--- config.mk ---
export PLATFORM = sky130hd
export DESIGN_NAME = multi_channel_timer_top
export DESIGN_NICKNAME = d
export VERILOG_FILES = /design/src/rtl/mct_pkg.sv /design/src/rtl/mct_ctrl.sv /design/src/rtl/mct_datapath.sv /design/src/rtl/multi_channel_timer_top.sv
export VERILOG_INCLUDE_DIRS = /design/src /design/src/rtl
export SDC_FILE = /design/constraint.sdc
export NUM_CORES = 1
export LEC_CHECK = 0
export BUFFER_PORTS_ARGS = -buffer_cell sky130_fd_sc_hd__buf_2
export CORE_MARGIN = 2
export CORE_UTILIZATION = 45
export DETAILED_ROUTE_END_ITERATION = 16
export PLACE_DENSITY_LB_ADDON = 0.25
export SLEW_MARGIN = 20
export SYNTH_ARGS = -nofsm -noshare
export SYNTH_HDL_FRONTEND = slang
export SYNTH_SLANG_ARGS = --single-unit
--- constraint.sdc ---
create_clock -name clk -period 19.23 [get_ports clk]
set_input_delay 3.846 -clock clk [delete_from_list [all_inputs] [get_ports clk]]
set_output_delay 3.846 -clock clk [all_outputs]
set_load 0.01 [all_outputs]
--- src/rtl/multi_channel_timer_top_defines.svh ---
// assertion macros for the multi-channel timer
`ifndef MULTI_CHANNEL_TIMER_TOP_DEFINES_SVH
`define MULTI_CHANNEL_TIMER_TOP_DEFINES_SVH

// same-cycle implication
`define MCT_ASSERT_IMP(name, clk, rst, ante, cons) \
  name: assert property (@(posedge clk) disable iff (rst) (ante) |-> (cons)) \
    else $error("mct assertion failed");

// next-cycle implication
`define MCT_ASSERT_NXT(name, clk, rst, ante, cons) \
  name: assert property (@(posedge clk) disable iff (rst) (ante) |=> (cons)) \
    else $error("mct assertion failed");

`endif

--- src/rtl/mct_pkg.sv ---
// shared constants and types for the multi-channel timer
package mct_pkg;

  localparam int TIMER_COUNT = 8;
  localparam int CPU_COUNT   = 4;
  localparam int MAX_RESULTS = 8;
  localparam int IDX_W       = (TIMER_COUNT > 1) ? $clog2(TIMER_COUNT) : 1;
  localparam int CNT_W       = $clog2(MAX_RESULTS + 1);

  typedef enum logic [1:0] {
    FUNC_TICK   = 2'd0,
    FUNC_ARM    = 2'd1,
    FUNC_REMOVE = 2'd2
  } func_t;

  typedef struct packed {
    logic arm;
    logic remove;
    logic scan_start;
    logic scan_step;
    logic drain;
  } mct_cmd_t;

  typedef struct packed {
    logic scan_end;
  } mct_stat_t;

endpackage

--- src/rtl/mct_ctrl.sv ---
// controller state machine for the multi-channel timer
module mct_ctrl (
  input  logic              clk,
  input  logic              rst,
  input  logic              start,
  input  logic [1:0]        func,
  input  logic [2:0]        timer_id,
  input  mct_pkg::mct_stat_t stat,
  output mct_pkg::mct_cmd_t  cmd,
  output logic              busy
);

  typedef enum logic [1:0] {
    ST_IDLE,
    ST_SCAN,
    ST_DRAIN
  } state_t;

  state_t state;
  state_t state_next;
  logic   accept;
  logic   id_ok;

  always_comb begin
    accept         = start && (state == ST_IDLE);
    id_ok          = int'(timer_id) < mct_pkg::TIMER_COUNT;
    cmd.arm        = accept && (func == mct_pkg::FUNC_ARM) && id_ok;
    cmd.remove     = accept && (func == mct_pkg::FUNC_REMOVE) && id_ok;
    cmd.scan_start = accept && (func == mct_pkg::FUNC_TICK);
    cmd.scan_step  = (state == ST_SCAN);
    cmd.drain      = (state == ST_DRAIN);
    busy           = (state != ST_IDLE);
  end

  always_comb begin
    state_next = state;
    unique case (state)
      ST_IDLE: begin
        if (cmd.scan_start) state_next = ST_SCAN;
      end
      ST_SCAN: begin
        if (stat.scan_end) state_next = ST_DRAIN;
      end
      ST_DRAIN: begin
        state_next = ST_IDLE;
      end
      default: begin
        state_next = ST_IDLE;
      end
    endcase
  end

  always_ff @(posedge clk) begin
    if (rst) begin
      state <= ST_IDLE;
    end else begin
      state <= state_next;
    end
  end

endmodule

--- src/rtl/mct_datapath.sv ---
// timer state, scan pointer and result registers for the multi-channel timer
`include "multi_channel_timer_top_defines.svh"

module mct_datapath (
  input  logic               clk,
  input  logic               rst,
  input  mct_pkg::mct_cmd_t  cmd,
  output mct_pkg::mct_stat_t stat,
  input  logic [2:0]         timer_id,
  input  logic [31:0]        timeout,
  input  logic               repeat_req,
  input  logic [1:0]         cpu_id,
  output logic               result_valid,
  output logic [2:0]         fired_timer,
  output logic [1:0]         wake_cpu,
  output logic               last
);

  logic [31:0] remaining [mct_pkg::TIMER_COUNT];
  logic [31:0] period    [mct_pkg::TIMER_COUNT];
  logic        periodic  [mct_pkg::TIMER_COUNT];
  logic        armed     [mct_pkg::TIMER_COUNT];
  logic [1:0]  owner_cpu [mct_pkg::TIMER_COUNT];

  logic [mct_pkg::IDX_W-1:0] scan_idx;
  logic [mct_pkg::CNT_W-1:0] fire_cnt;
  logic                      pend_valid;
  logic [2:0]                pend_timer;
  logic [1:0]                pend_cpu;

  logic [mct_pkg::IDX_W+2:0] id_pad;
  logic [mct_pkg::IDX_W+2:0] scan_pad;
  logic [mct_pkg::IDX_W-1:0] cmd_idx;
  logic [1:0]                cpu_clamped;
  logic                      cur_armed;
  logic                      rem_gt1;
  logic                      fire;
  logic                      count_down;

  always_comb begin
    id_pad      = (mct_pkg::IDX_W + 3)'(timer_id);
    cmd_idx     = id_pad[mct_pkg::IDX_W-1:0];
    scan_pad    = (mct_pkg::IDX_W + 3)'(scan_idx);
    cpu_clamped = (int'(cpu_id) >= mct_pkg::CPU_COUNT) ? 2'(mct_pkg::CPU_COUNT - 1) : cpu_id;
    cur_armed   = armed[scan_idx];
    rem_gt1     = remaining[scan_idx] > 32'd1;
    count_down  = cmd.scan_step && cur_armed && rem_gt1;
    fire        = cmd.scan_step && cur_armed && !rem_gt1 &&
                  (fire_cnt < mct_pkg::CNT_W'(mct_pkg::MAX_RESULTS));
    stat.scan_end = (scan_idx == mct_pkg::IDX_W'(mct_pkg::TIMER_COUNT - 1));
  end

  // armed flags
  always_ff @(posedge clk) begin
    if (rst) begin
      for (int i = 0; i < mct_pkg::TIMER_COUNT; i++) armed[i] <= 1'b0;
    end else if (cmd.arm) begin
      armed[cmd_idx] <= 1'b1;
    end else if (cmd.remove) begin
      armed[cmd_idx] <= 1'b0;
    end else if (fire && !periodic[scan_idx]) begin
      armed[scan_idx] <= 1'b0;
    end
  end

  // per-timer payload
  always_ff @(posedge clk) begin
    if (cmd.arm) begin
      remaining[cmd_idx] <= timeout;
      period[cmd_idx]    <= timeout;
      periodic[cmd_idx]  <= repeat_req;
      owner_cpu[cmd_idx] <= cpu_clamped;
    end else if (cmd.remove) begin
      remaining[cmd_idx] <= '0;
      period[cmd_idx]    <= '0;
      periodic[cmd_idx]  <= 1'b0;
      owner_cpu[cmd_idx] <= '0;
    end else if (count_down) begin
      remaining[scan_idx] <= remaining[scan_idx] - 32'd1;
    end else if (fire) begin
      if (periodic[scan_idx]) begin
        remaining[scan_idx] <= period[scan_idx];
      end else begin
        remaining[scan_idx] <= '0;
        period[scan_idx]    <= '0;
      end
    end
  end

  // scan control and result strobe
  always_ff @(posedge clk) begin
    if (rst) begin
      scan_idx     <= '0;
      fire_cnt     <= '0;
      pend_valid   <= 1'b0;
      result_valid <= 1'b0;
    end else begin
      result_valid <= (fire || cmd.drain) && pend_valid;
      if (cmd.scan_start) begin
        scan_idx   <= '0;
        fire_cnt   <= '0;
        pend_valid <= 1'b0;
      end else begin
        if (cmd.scan_step) scan_idx <= scan_idx + 1'b1;
        if (fire) begin
          fire_cnt   <= fire_cnt + 1'b1;
          pend_valid <= 1'b1;
        end else if (cmd.drain) begin
          pend_valid <= 1'b0;
        end
      end
    end
  end

  // held expiry and result payload
  always_ff @(posedge clk) begin
    if (fire) begin
      fired_timer <= pend_timer;
      wake_cpu    <= pend_cpu;
      last        <= 1'b0;
      pend_timer  <= scan_pad[2:0];
      pend_cpu    <= owner_cpu[scan_idx];
    end else if (cmd.drain) begin
      fired_timer <= pend_timer;
      wake_cpu    <= pend_cpu;
      last        <= 1'b1;
    end
  end

  `MCT_ASSERT_IMP(a_last_clears_pend, clk, rst, result_valid && last, !pend_valid)
  `MCT_ASSERT_NXT(a_drain_empties, clk, rst, cmd.drain, !pend_valid)
  `MCT_ASSERT_IMP(a_cnt_bound, clk, rst, 1'b1,
                  fire_cnt <= mct_pkg::CNT_W'(mct_pkg::MAX_RESULTS))
  `MCT_ASSERT_IMP(a_no_fire_idle, clk, rst, !cmd.scan_step, !fire)

endmodule

--- src/rtl/multi_channel_timer_top.sv ---
// top level of the multi-channel countdown timer bank
//
// channel   direction  handshake                fields
// request   in         start high, busy low     func timer_id timeout repeat_req cpu_id
// result    out        result_valid, 1 cycle    fired_timer wake_cpu last
//
// arm and remove requests complete in the accept cycle; busy stays low
// a tick request scans one timer per cycle, then drains; busy is high through the scan and the drain
// expiries leave in ascending timer order, last on the final one
// the final result of a tick appears in the first cycle after busy falls
// rst is synchronous and disarms every timer; results cannot be stalled
module multi_channel_timer_top (
  input  logic        clk,
  input  logic        rst,
  input  logic        start,
  output logic        busy,
  input  logic [1:0]  func,
  input  logic [2:0]  timer_id,
  input  logic [31:0] timeout,
  input  logic        repeat_req,
  input  logic [1:0]  cpu_id,
  output logic        result_valid,
  output logic [2:0]  fired_timer,
  output logic [1:0]  wake_cpu,
  output logic        last
);

  mct_pkg::mct_cmd_t  cmd;
  mct_pkg::mct_stat_t stat;

  mct_ctrl u_ctrl (
    .clk      (clk),
    .rst      (rst),
    .start    (start),
    .func     (func),
    .timer_id (timer_id),
    .stat     (stat),
    .cmd      (cmd),
    .busy     (busy)
  );

  mct_datapath u_datapath (
    .clk          (clk),
    .rst          (rst),
    .cmd          (cmd),
    .stat         (stat),
    .timer_id     (timer_id),
    .timeout      (timeout),
    .repeat_req   (repeat_req),
    .cpu_id       (cpu_id),
    .result_valid (result_valid),
    .fired_timer  (fired_timer),
    .wake_cpu     (wake_cpu),
    .last         (last)
  );

endmodule
-- Word-level counts from Yosys, hierarchy flattened
Memories as Yosys holds them, arrays and structs flattened. A register that Yosys moved wholly into a read port is not among the register bits.
Cells that the tools add are included.
Widths: inputs -> output; s select.
- $add $sub $neg: 3
- multipliers: 0
- divide/modulo/power cells: 0
- magnitude comparators: 2
- equality and inequality tests: 7
- shifts and indexed selects: 0
- multiplexer cells: 68
- bitwise logic cells: 7
- reduce and logical (&&, ||, !) cells: 23
- operator list (cell ; number):
    $mux 32 ; 6
    $reduce_or 32->1 ; 2
    $mux 1 ; 42
    $mux 3 ; 14
    $gt 32x1->1 const B ; 1
    $sub 32x1->32 const B ; 1
    $logic_and 1x1->1 ; 10
    $mux 2 ; 5
    $or 1x1->1 ; 7
    $add 4x1->4 const B ; 1
    $eq 2x1->1 const B ; 2
    $eq 2x2->1 const B ; 2
    $logic_not 2->1 ; 2
    $lt 4x4->1 const B ; 1
    $ne 2x2->1 const B ; 2
    $pmux 2 s2 ; 1
    $reduce_bool 2->1 ; 2
    $add 3x1->3 const B ; 1
    $eq 3x3->1 const B ; 1
    $logic_not 1->1 ; 2
    $reduce_and 2->1 ; 1
    $reduce_or 1->1 ; 2
    $reduce_or 2->1 ; 1
    $logic_or 1x1->1 ; 1
- register bits: 20
- latch bits: 0
- RAM bits: 544
- memory bits (read-only): 0
- bits of input ports: 43
- output and inout port bits: 8
- memories: 5
- memory list (memory ; words ; bits a word ; read ports ; clocked after Yosys merged registers in ; write ports ; line ; source):
    u_datapath.period ; 8 ; 32 ; 1 ; 1 ; 1 ; mct_datapath.sv:20 ; logic [31:0] period [mct_pkg::TIMER_COUNT];
    u_datapath.remaining ; 8 ; 32 ; 1 ; 1 ; 1 ; mct_datapath.sv:19 ; logic [31:0] remaining [mct_pkg::TIMER_COUNT];
    u_datapath.owner_cpu ; 8 ; 2 ; 1 ; 1 ; 1 ; mct_datapath.sv:23 ; logic [1:0] owner_cpu [mct_pkg::TIMER_COUNT];
    u_datapath.armed ; 8 ; 1 ; 1 ; 1 ; 8 ; mct_datapath.sv:22 ; logic armed [mct_pkg::TIMER_COUNT];
    u_datapath.periodic ; 8 ; 1 ; 1 ; 1 ; 1 ; mct_datapath.sv:21 ; logic periodic [mct_pkg::TIMER_COUNT];

-- Depth between registers and ports, before layout
Gate-level depths: netlist of run 1.
- depth in word-level cells: 13
- mapped depth: 17
- mapped depth without buffers: 10

-- Hierarchy
A second synthesis of run 1 with hierarchy kept.
- cell total of the unflattened synthesis: 1287
- area total of the unflattened synthesis: 23516.3 um2
- by module, submodules not included (module ; instances ; cells each ; area an instance (um2)):
    mct_datapath ; 1 ; 1272 ; 23383.7
    mct_ctrl ; 1 ; 15 ; 132.6

-- Least setup slack after synthesis of run 1
No wires, ideal clock.
- path kind: input to register
- start point: input start
- end point: memory u_datapath.period[5][0], enable pin
- library setup time: 0.470 ns
- arrival time: 6.852 ns
- required time: 18.760 ns
- setup slack: 11.908 ns
- stages on the path: 6
- path buffers: 0
- path through: inv_1 nor2_1 nand2_1 nor2_1 nor2_1 o31ai_1
- longest elaborated chain between the ends: 7
- RTL lines (what ; line ; source):
    from (decl) ; multi_channel_timer_top.sv:15 ; input logic start,
    $logic_and 1x1->1 * ; mct_ctrl.sv:25 ; accept = start && (state == ST_IDLE);
    $logic_and 1x1->1 ; mct_ctrl.sv:28 ; cmd.remove = accept && (func == mct_pkg::FUNC_REMOVE) && id_ok;
    $mux 1 ; mct_datapath.sv:73 ; end else if (cmd.remove) begin
    $mux 1 ; mct_datapath.sv:68 ; if (cmd.arm) begin
    $mux 1, on equally long branches ; mct_datapath.sv:85, mct_datapath.sv:75 ;
    $reduce_or 32->1 (no line) or $or 1x1->1 (tied branches) ; - ;
    $mux 3 (no line) or $mux 1 (tied branches) ; - ;
    to (decl) ; mct_datapath.sv:20 ;
Every way passes the cells marked *; elsewhere a longest branch is shown, timed or not.

==> qor.csv, run 1 <==
metric,value,unit
power.density,99.5,mW/mm^2
grt-busiest-layer,met2,
period_share,34.5,%
syn_inst,1289,
slew_violations,0,
cts_root_buf,clkbuf_16,
wl_per_cell,24.8,um
hold_ws,419,ps
power.leakage,8.48,nW
grt_use_met3,2.93,%
portBuffers,50,
hold_buffers,0,
fin_util,51.0,%
grt_usage,19.3,%
synth_ff_type,edfxtp_1,
rows,84,
hold_viol,0,
intPower,2.10,mW
clockPowerShare,42.3,%
rsz0062_at_grt,no,
grt_util_met1,28.8,%
final_cell_mix,"edfxtp_1 (554), mux4_2 (113), nor2_1 (83), mux2i_1 (73), clkbuf_16 (59)",
io_pins,51,
syn-num-nets,1337,
ys_seq_elements,569,
fin_skew,34.2,ps
grt_pass1_wl,77900,um
cts.sinks,569,
htree_levels,2,
final_common_cell,edfxtp_1,
dpl.hpwl,30300,um
setup_viol,0,
synth-edff-count,554,
synthArstFlopShare,0,%
peakVddDrop,0.0000747,V
antenna_found_initial,0,
cts_resized,0,
clk_pin_slew,60,ps
post_cts_buffers,0,
drive_gt1_share,23.8,%
synth_cell_type_count,60,
max-slew-margin-rel,31.1,%
grt_use_met2,29.3,%
critPathLaunchType,register,
cts_buffers,57,
ys_seq_area_share,71.2,%
start_util,45.4,%
end_kind,register,
cts_buffer_depth,3,
syn2layout_area_growth,12.4,%
cts_tree,done,
cp.required,19450,ps
maxCapViolCount,0,
drt_iter0_drc,1049,
core-area,0.0524,mm^2
grt_pass1_vias,12100,
power_frac_comb,5.1,%
p_seq_share,52.6,%
fin_tns_setup,0,ps
min_period,6630,ps
grt-ovfl-total,0,
yosys_warnings,0,
insertion_delay,630,ps
status,finished clean,
die_area,0.0547,mm^2
hold_class,reg2reg,
path_max_fanout,38,
synth_area_per_cell,18.5,um^2
drc_errors,0,
dieHeight,234,um
via_per_inst,5.85,
dr.pass1.iters,5,
worst-setup-path-type,reg2reg,
ant_nets,0,
critPathArrivalTime,6850,ps
worstMarginPinSlew,1030,ps
min-delay-start,u_datapath.pend_timer[2],
power.switching,559,uW
num_vias,12200,
grt_max_degree,98,
final_net_count,1393,
wirelength,51600,um
synth_area,0.0238,mm^2
max_freq,151,MHz
dieWidth,234,um
gp_congestion,0.870,
swShare,21.0,%
[metal layers]
metal  wire, um  part of all wire [%]
met5          0                     0
met4       1460                   2.8
met3       3170                   6.1
met2      23900                    46
met1      23100                    45
[critical path, cell delays in order, from the launching register on]
cell and delay (ps):
dfxtp_4 760, buf_4 660, mux4_1 650, mux2i_2 350, nand4_4 220, nor4_4 810
nand4_1 240, inv_2 670, and2_1 770, a31o_2 960
[power groups by stage]
stage | logic, mW | clock network [mW] | registers [mW]
final | 0.137 | 1.13 | 1.40
after global routing | 0.149 | 1.19 | 1.40
after global placement | 0.134 | 0 | 1.42
after detailed placement | 0.137 | 0 | 1.43
after CTS | 0.137 | 1.15 | 1.40
after floorplan | 0.0934 | 0 | 1.42
[synth_stat cells, drive strengths merged (4+ instances only)]
master  instances  area share [%]
mux4          132              13
nor2           83             1.3
a21o            4            0.13
a21oi          43            0.90
clkbuf         31            0.49
edfxtp        554              70
ha              5            0.26
o22ai           4            0.11
buf            46             1.4
or3             7            0.18
nor3b           4            0.13
nand3          40            0.84
a31o            6            0.22
nand4          13            0.49
and3           17            0.45
dfxtp          15             1.3
inv            15            0.24
o31ai           4            0.13
nand2          51            0.80
nor3           11            0.23
mux2           17            0.80
mux2i          82             3.7
o211ai          5            0.16
o21ai          32            0.67
or4             5            0.16
nand2b          7            0.18
nor4            9            0.39
xnor2          16            0.59
and2            5            0.13
[metrics by stage]
stage	cell area (um^2)	setup WS (ps)	total power, mW	cells
floorplan	23800	11910	1.51	1289
global placement	24800	12600	1.56	1974
detailed placement	24800	12560	1.56	1974
CTS	26700	12540	2.68	2077
global route	26700	12180	2.74	2077
finish	26700	12600	2.66	2078
[worst paths after layout]
kind	endpoint	slack (ps)	depth (start not counted)
max	u_datapath.period[1][7]	12600	9
max reg2reg	u_datapath.period[1][7]	12600	9
min	u_datapath.fired_timer[2]	420	0
min reg2reg	u_datapath.fired_timer[2]	420	0
[flip-flops by register name, indices dropped and copies added, names as in the netlist, 2 cells and up, named ones only]
name / count
u_ctrl.state: 2
u_datapath.pend_timer: 3
u_datapath.fired_timer: 3
u_datapath.remaining: 256
u_datapath.wake_cpu: 2
u_datapath.owner_cpu: 16
u_datapath.fire_cnt: 4
u_datapath.scan_idx: 3
u_datapath.armed: 8
u_datapath.pend_cpu: 2
u_datapath.periodic: 8
u_datapath.period: 256
[logic make-up (layout without fill, tap and decap cells)]
| group | count (synthesis) | in the layout | synth area share, % |
|---|---|---|---|
| xor gates and xnor gates | 18 | 18 | 0.663 |
| other | 0 | 1 | 0 |
| buffers and inverters | 92 | 192 | 2.12 |
| DFF | 569 | 569 | 71.2 |
| muxes | 231 | 231 | 17.3 |
| adders and majority gates | 5 | 5 | 0.263 |
| and+or+nand+nor | 263 | 263 | 5.65 |
| AOI/OAI and AO/OA | 111 | 111 | 2.80 |
[cell type report]
type | count | area, um^2
timing repair buffer | 74 | 443
sequential | 569 | 16900
antenna | 1 | 2.50
clock buffer | 72 | 1550
tap | 688 | 861
clock inverter | 31 | 362
inverter | 15 | 56.3
multi-input combinational | 628 | 6520
fill | 4166 | 25700
Note: power is estimated with default switching activity, not from simulation.
==> run 2, diff against run 1 <==
clock period = 6.7 ns   (was 19.23 ns; I/O delays follow)
==> run 2 against run 1 <==
Sequential cell count stayed put; combinational power rose to 2.9 times the previous value; clock skew is 19 ps lower; first-iteration DRC count up 0.57%; worst hold slack improved by 4.5 ps; via count up 1.0%; cell count rose by 0.63%; sequential power grew to 2.9 times the previous value; power increased to 2.8 times the previous value; highest routed layer unchanged.
==> qor.csv, run 2 (synthesized netlist as in run 1, its figures left out) <==
metric,value,unit,change
fin_util,50.9,%,-0.086 points
grt_pass1_wl,78900,um,+1.2%
hold_class,reg2reg,,
setup_viol,0,,unchanged
max_freq,190,MHz,+26%
worst-setup-path-type,reg2reg,,
power.leakage,8.48,nW,about the same
final_net_count,1407,,+1.0%
final_cell_area,0.0267,mm^2,-0.17%
n_antenna_cell,0,,-1
rows,84,,unchanged
insertion_delay,620,ps,about the same
end_kind,register,,
peakVddDrop,0.000188,V,+150%
dieHeight,234,um,unchanged
maxCapViolCount,0,,unchanged
drc_errors,0,,unchanged
critPathLaunchType,register,,
fillers,4126,,-0.96%
htree_levels,2,,unchanged
path_max_fanout,34,,-11%
status,finished clean,,
dieWidth,234,um,unchanged
cts.sinks,569,,unchanged
portBuffers,50,,unchanged
hold_buffers,0,,unchanged
clk_pin_slew,60,ps,about the same
cts_root_buf,clkbuf_16,,
min-delay-start,u_datapath.pend_cpu[1],,
post_dp_cell_area,0.0249,mm^2,+0.47%
drt_iter0_drc,1055,,+0.57%
hold_viol,0,,unchanged
core-area,0.0524,mm^2,unchanged
wirelength,52900,um,+2.4%
cts_buffer_depth,3,,unchanged
dr.pass1.iters,5,,unchanged
max-slew-margin-rel,28.9,%,-2.2 points
fin_skew,15.6,ps,-18.6 ps
power.density,278,mW/mm^2,+180%
gp_congestion,0.813,,-6.6%
r2r_slack,1450,ps,-11150 ps
cts_buffers,57,,unchanged
wl_per_cell,25.3,um,+1.8%
cp.required,6950,ps,-12500 ps
reg.largest.list,"u_datapath.period: 256 flops, u_datapath.remaining: 256 flops, u_datapath.owner_cpu: 16 flops",,
critPathArrivalTime,5500,ps,-1350 ps
grt_max_degree,68,,-31%
min_period,5250,ps,-1380 ps
reg2reg_to,u_datapath.period[3][9],,
rr_worst_depth,10,,+1
antenna_found_initial,0,,unchanged
io_pins,51,,unchanged
drive_gt1_share,24.1,%,+0.33 points
total_power,7.43,mW,+180%
whs_endpoint,u_datapath.wake_cpu[1],,
dpl_worst_slack,1470,ps,-11080 ps
grt_usage,19.7,%,+0.44 points
cts_resized,0,,unchanged
grt_pass1_vias,12100,,-0.20%
final_common_cell,edfxtp_1,,
post_cts_buffers,0,,unchanged
setup_slack,1450,ps,-11150 ps
ant_nets,0,,unchanged
min_path_cells,0,,unchanged
cts_tree,done,,
slew_violations,0,,unchanged
rsz0062_at_grt,no,,
dpl.hpwl,31200,um,+2.9%
syn2layout_area_growth,12.2,%,
start_util,45.4,%,unchanged
period_share,78.4,%,+44 points
final_cell_mix,"edfxtp_1 (554), mux4_2 (113), nor2_1 (83), mux2i_1 (73), clkbuf_16 (57)",,
worstMarginPinSlew,1070,ps,+32.9 ps
fin_tns_setup,0,ps,unchanged
via_per_inst,5.88,,+0.40%
grt-ovfl-total,0,,unchanged
num_vias,12300,,+1.0%
die_area,0.0547,mm^2,unchanged
==> run 2: worst max-delay path, cell delays in order, from the launching register on <==
cell	delay [ps]
dfxtp_4	800
buf_4	670
mux2_2	470
nor4_1	500
and4_1	400
nand4_1	230
inv_2	180
buf_4	460
nand3_1	360
o21ai_4	230
buf_4	510
==> run 2: layout make-up <==
type                            count  area, um^2  share of cell area (%)
Sequential cell                   569       16900                    63.5
Multi-Input combinational cell    628        6520                    24.4
Clock buffer                       66        1460                    5.47
Tap cell                          688         861                    3.23
Timing Repair Buffer               88         561                    2.10
Clock inverter                     37         292                    1.09
Inverter                           15        56.3                   0.211
==> run 2: worst max path at each step <==
stage	from	end	cells after the start
final	register	u_datapath.period[3][9]	10
after global routing	register	u_datapath.period[3][9]	11
after CTS	register	u_datapath.period[3][1]	10
after detailed placement	register	u_datapath.period[3][9]	11
after global placement	register	u_datapath.period[3][5]	11
after floorplan	register	u_datapath.period[5][0]	14
==> run 2: per-layer routing <==
layer  GRT usage (%)  wire length, um  vias to the layer above
met3            2.94             3320                       83
met5               0                0                        -
met1            29.7            23700                     6385
met2            30.3            24600                      437
met4            5.52             1210                        0
li1                -                -                     5383
==> run 2: through the flow <==
stage	hold slack, ps	instances
5_1_grt	430	2091
3_3_place_gp	404	1988
4_1_cts	420	2091
6_report	424	2091
3_5_place_dp	406	1988
2_1_floorplan	400	1289
==> run 2: power by group <==
group	total [mW]	switching, mW	internal (mW)
registers	4.02	0.0220	3.99
clock network	3.02	1.31	1.71
logic	0.393	0.256	0.137
total	7.43	1.59	5.84
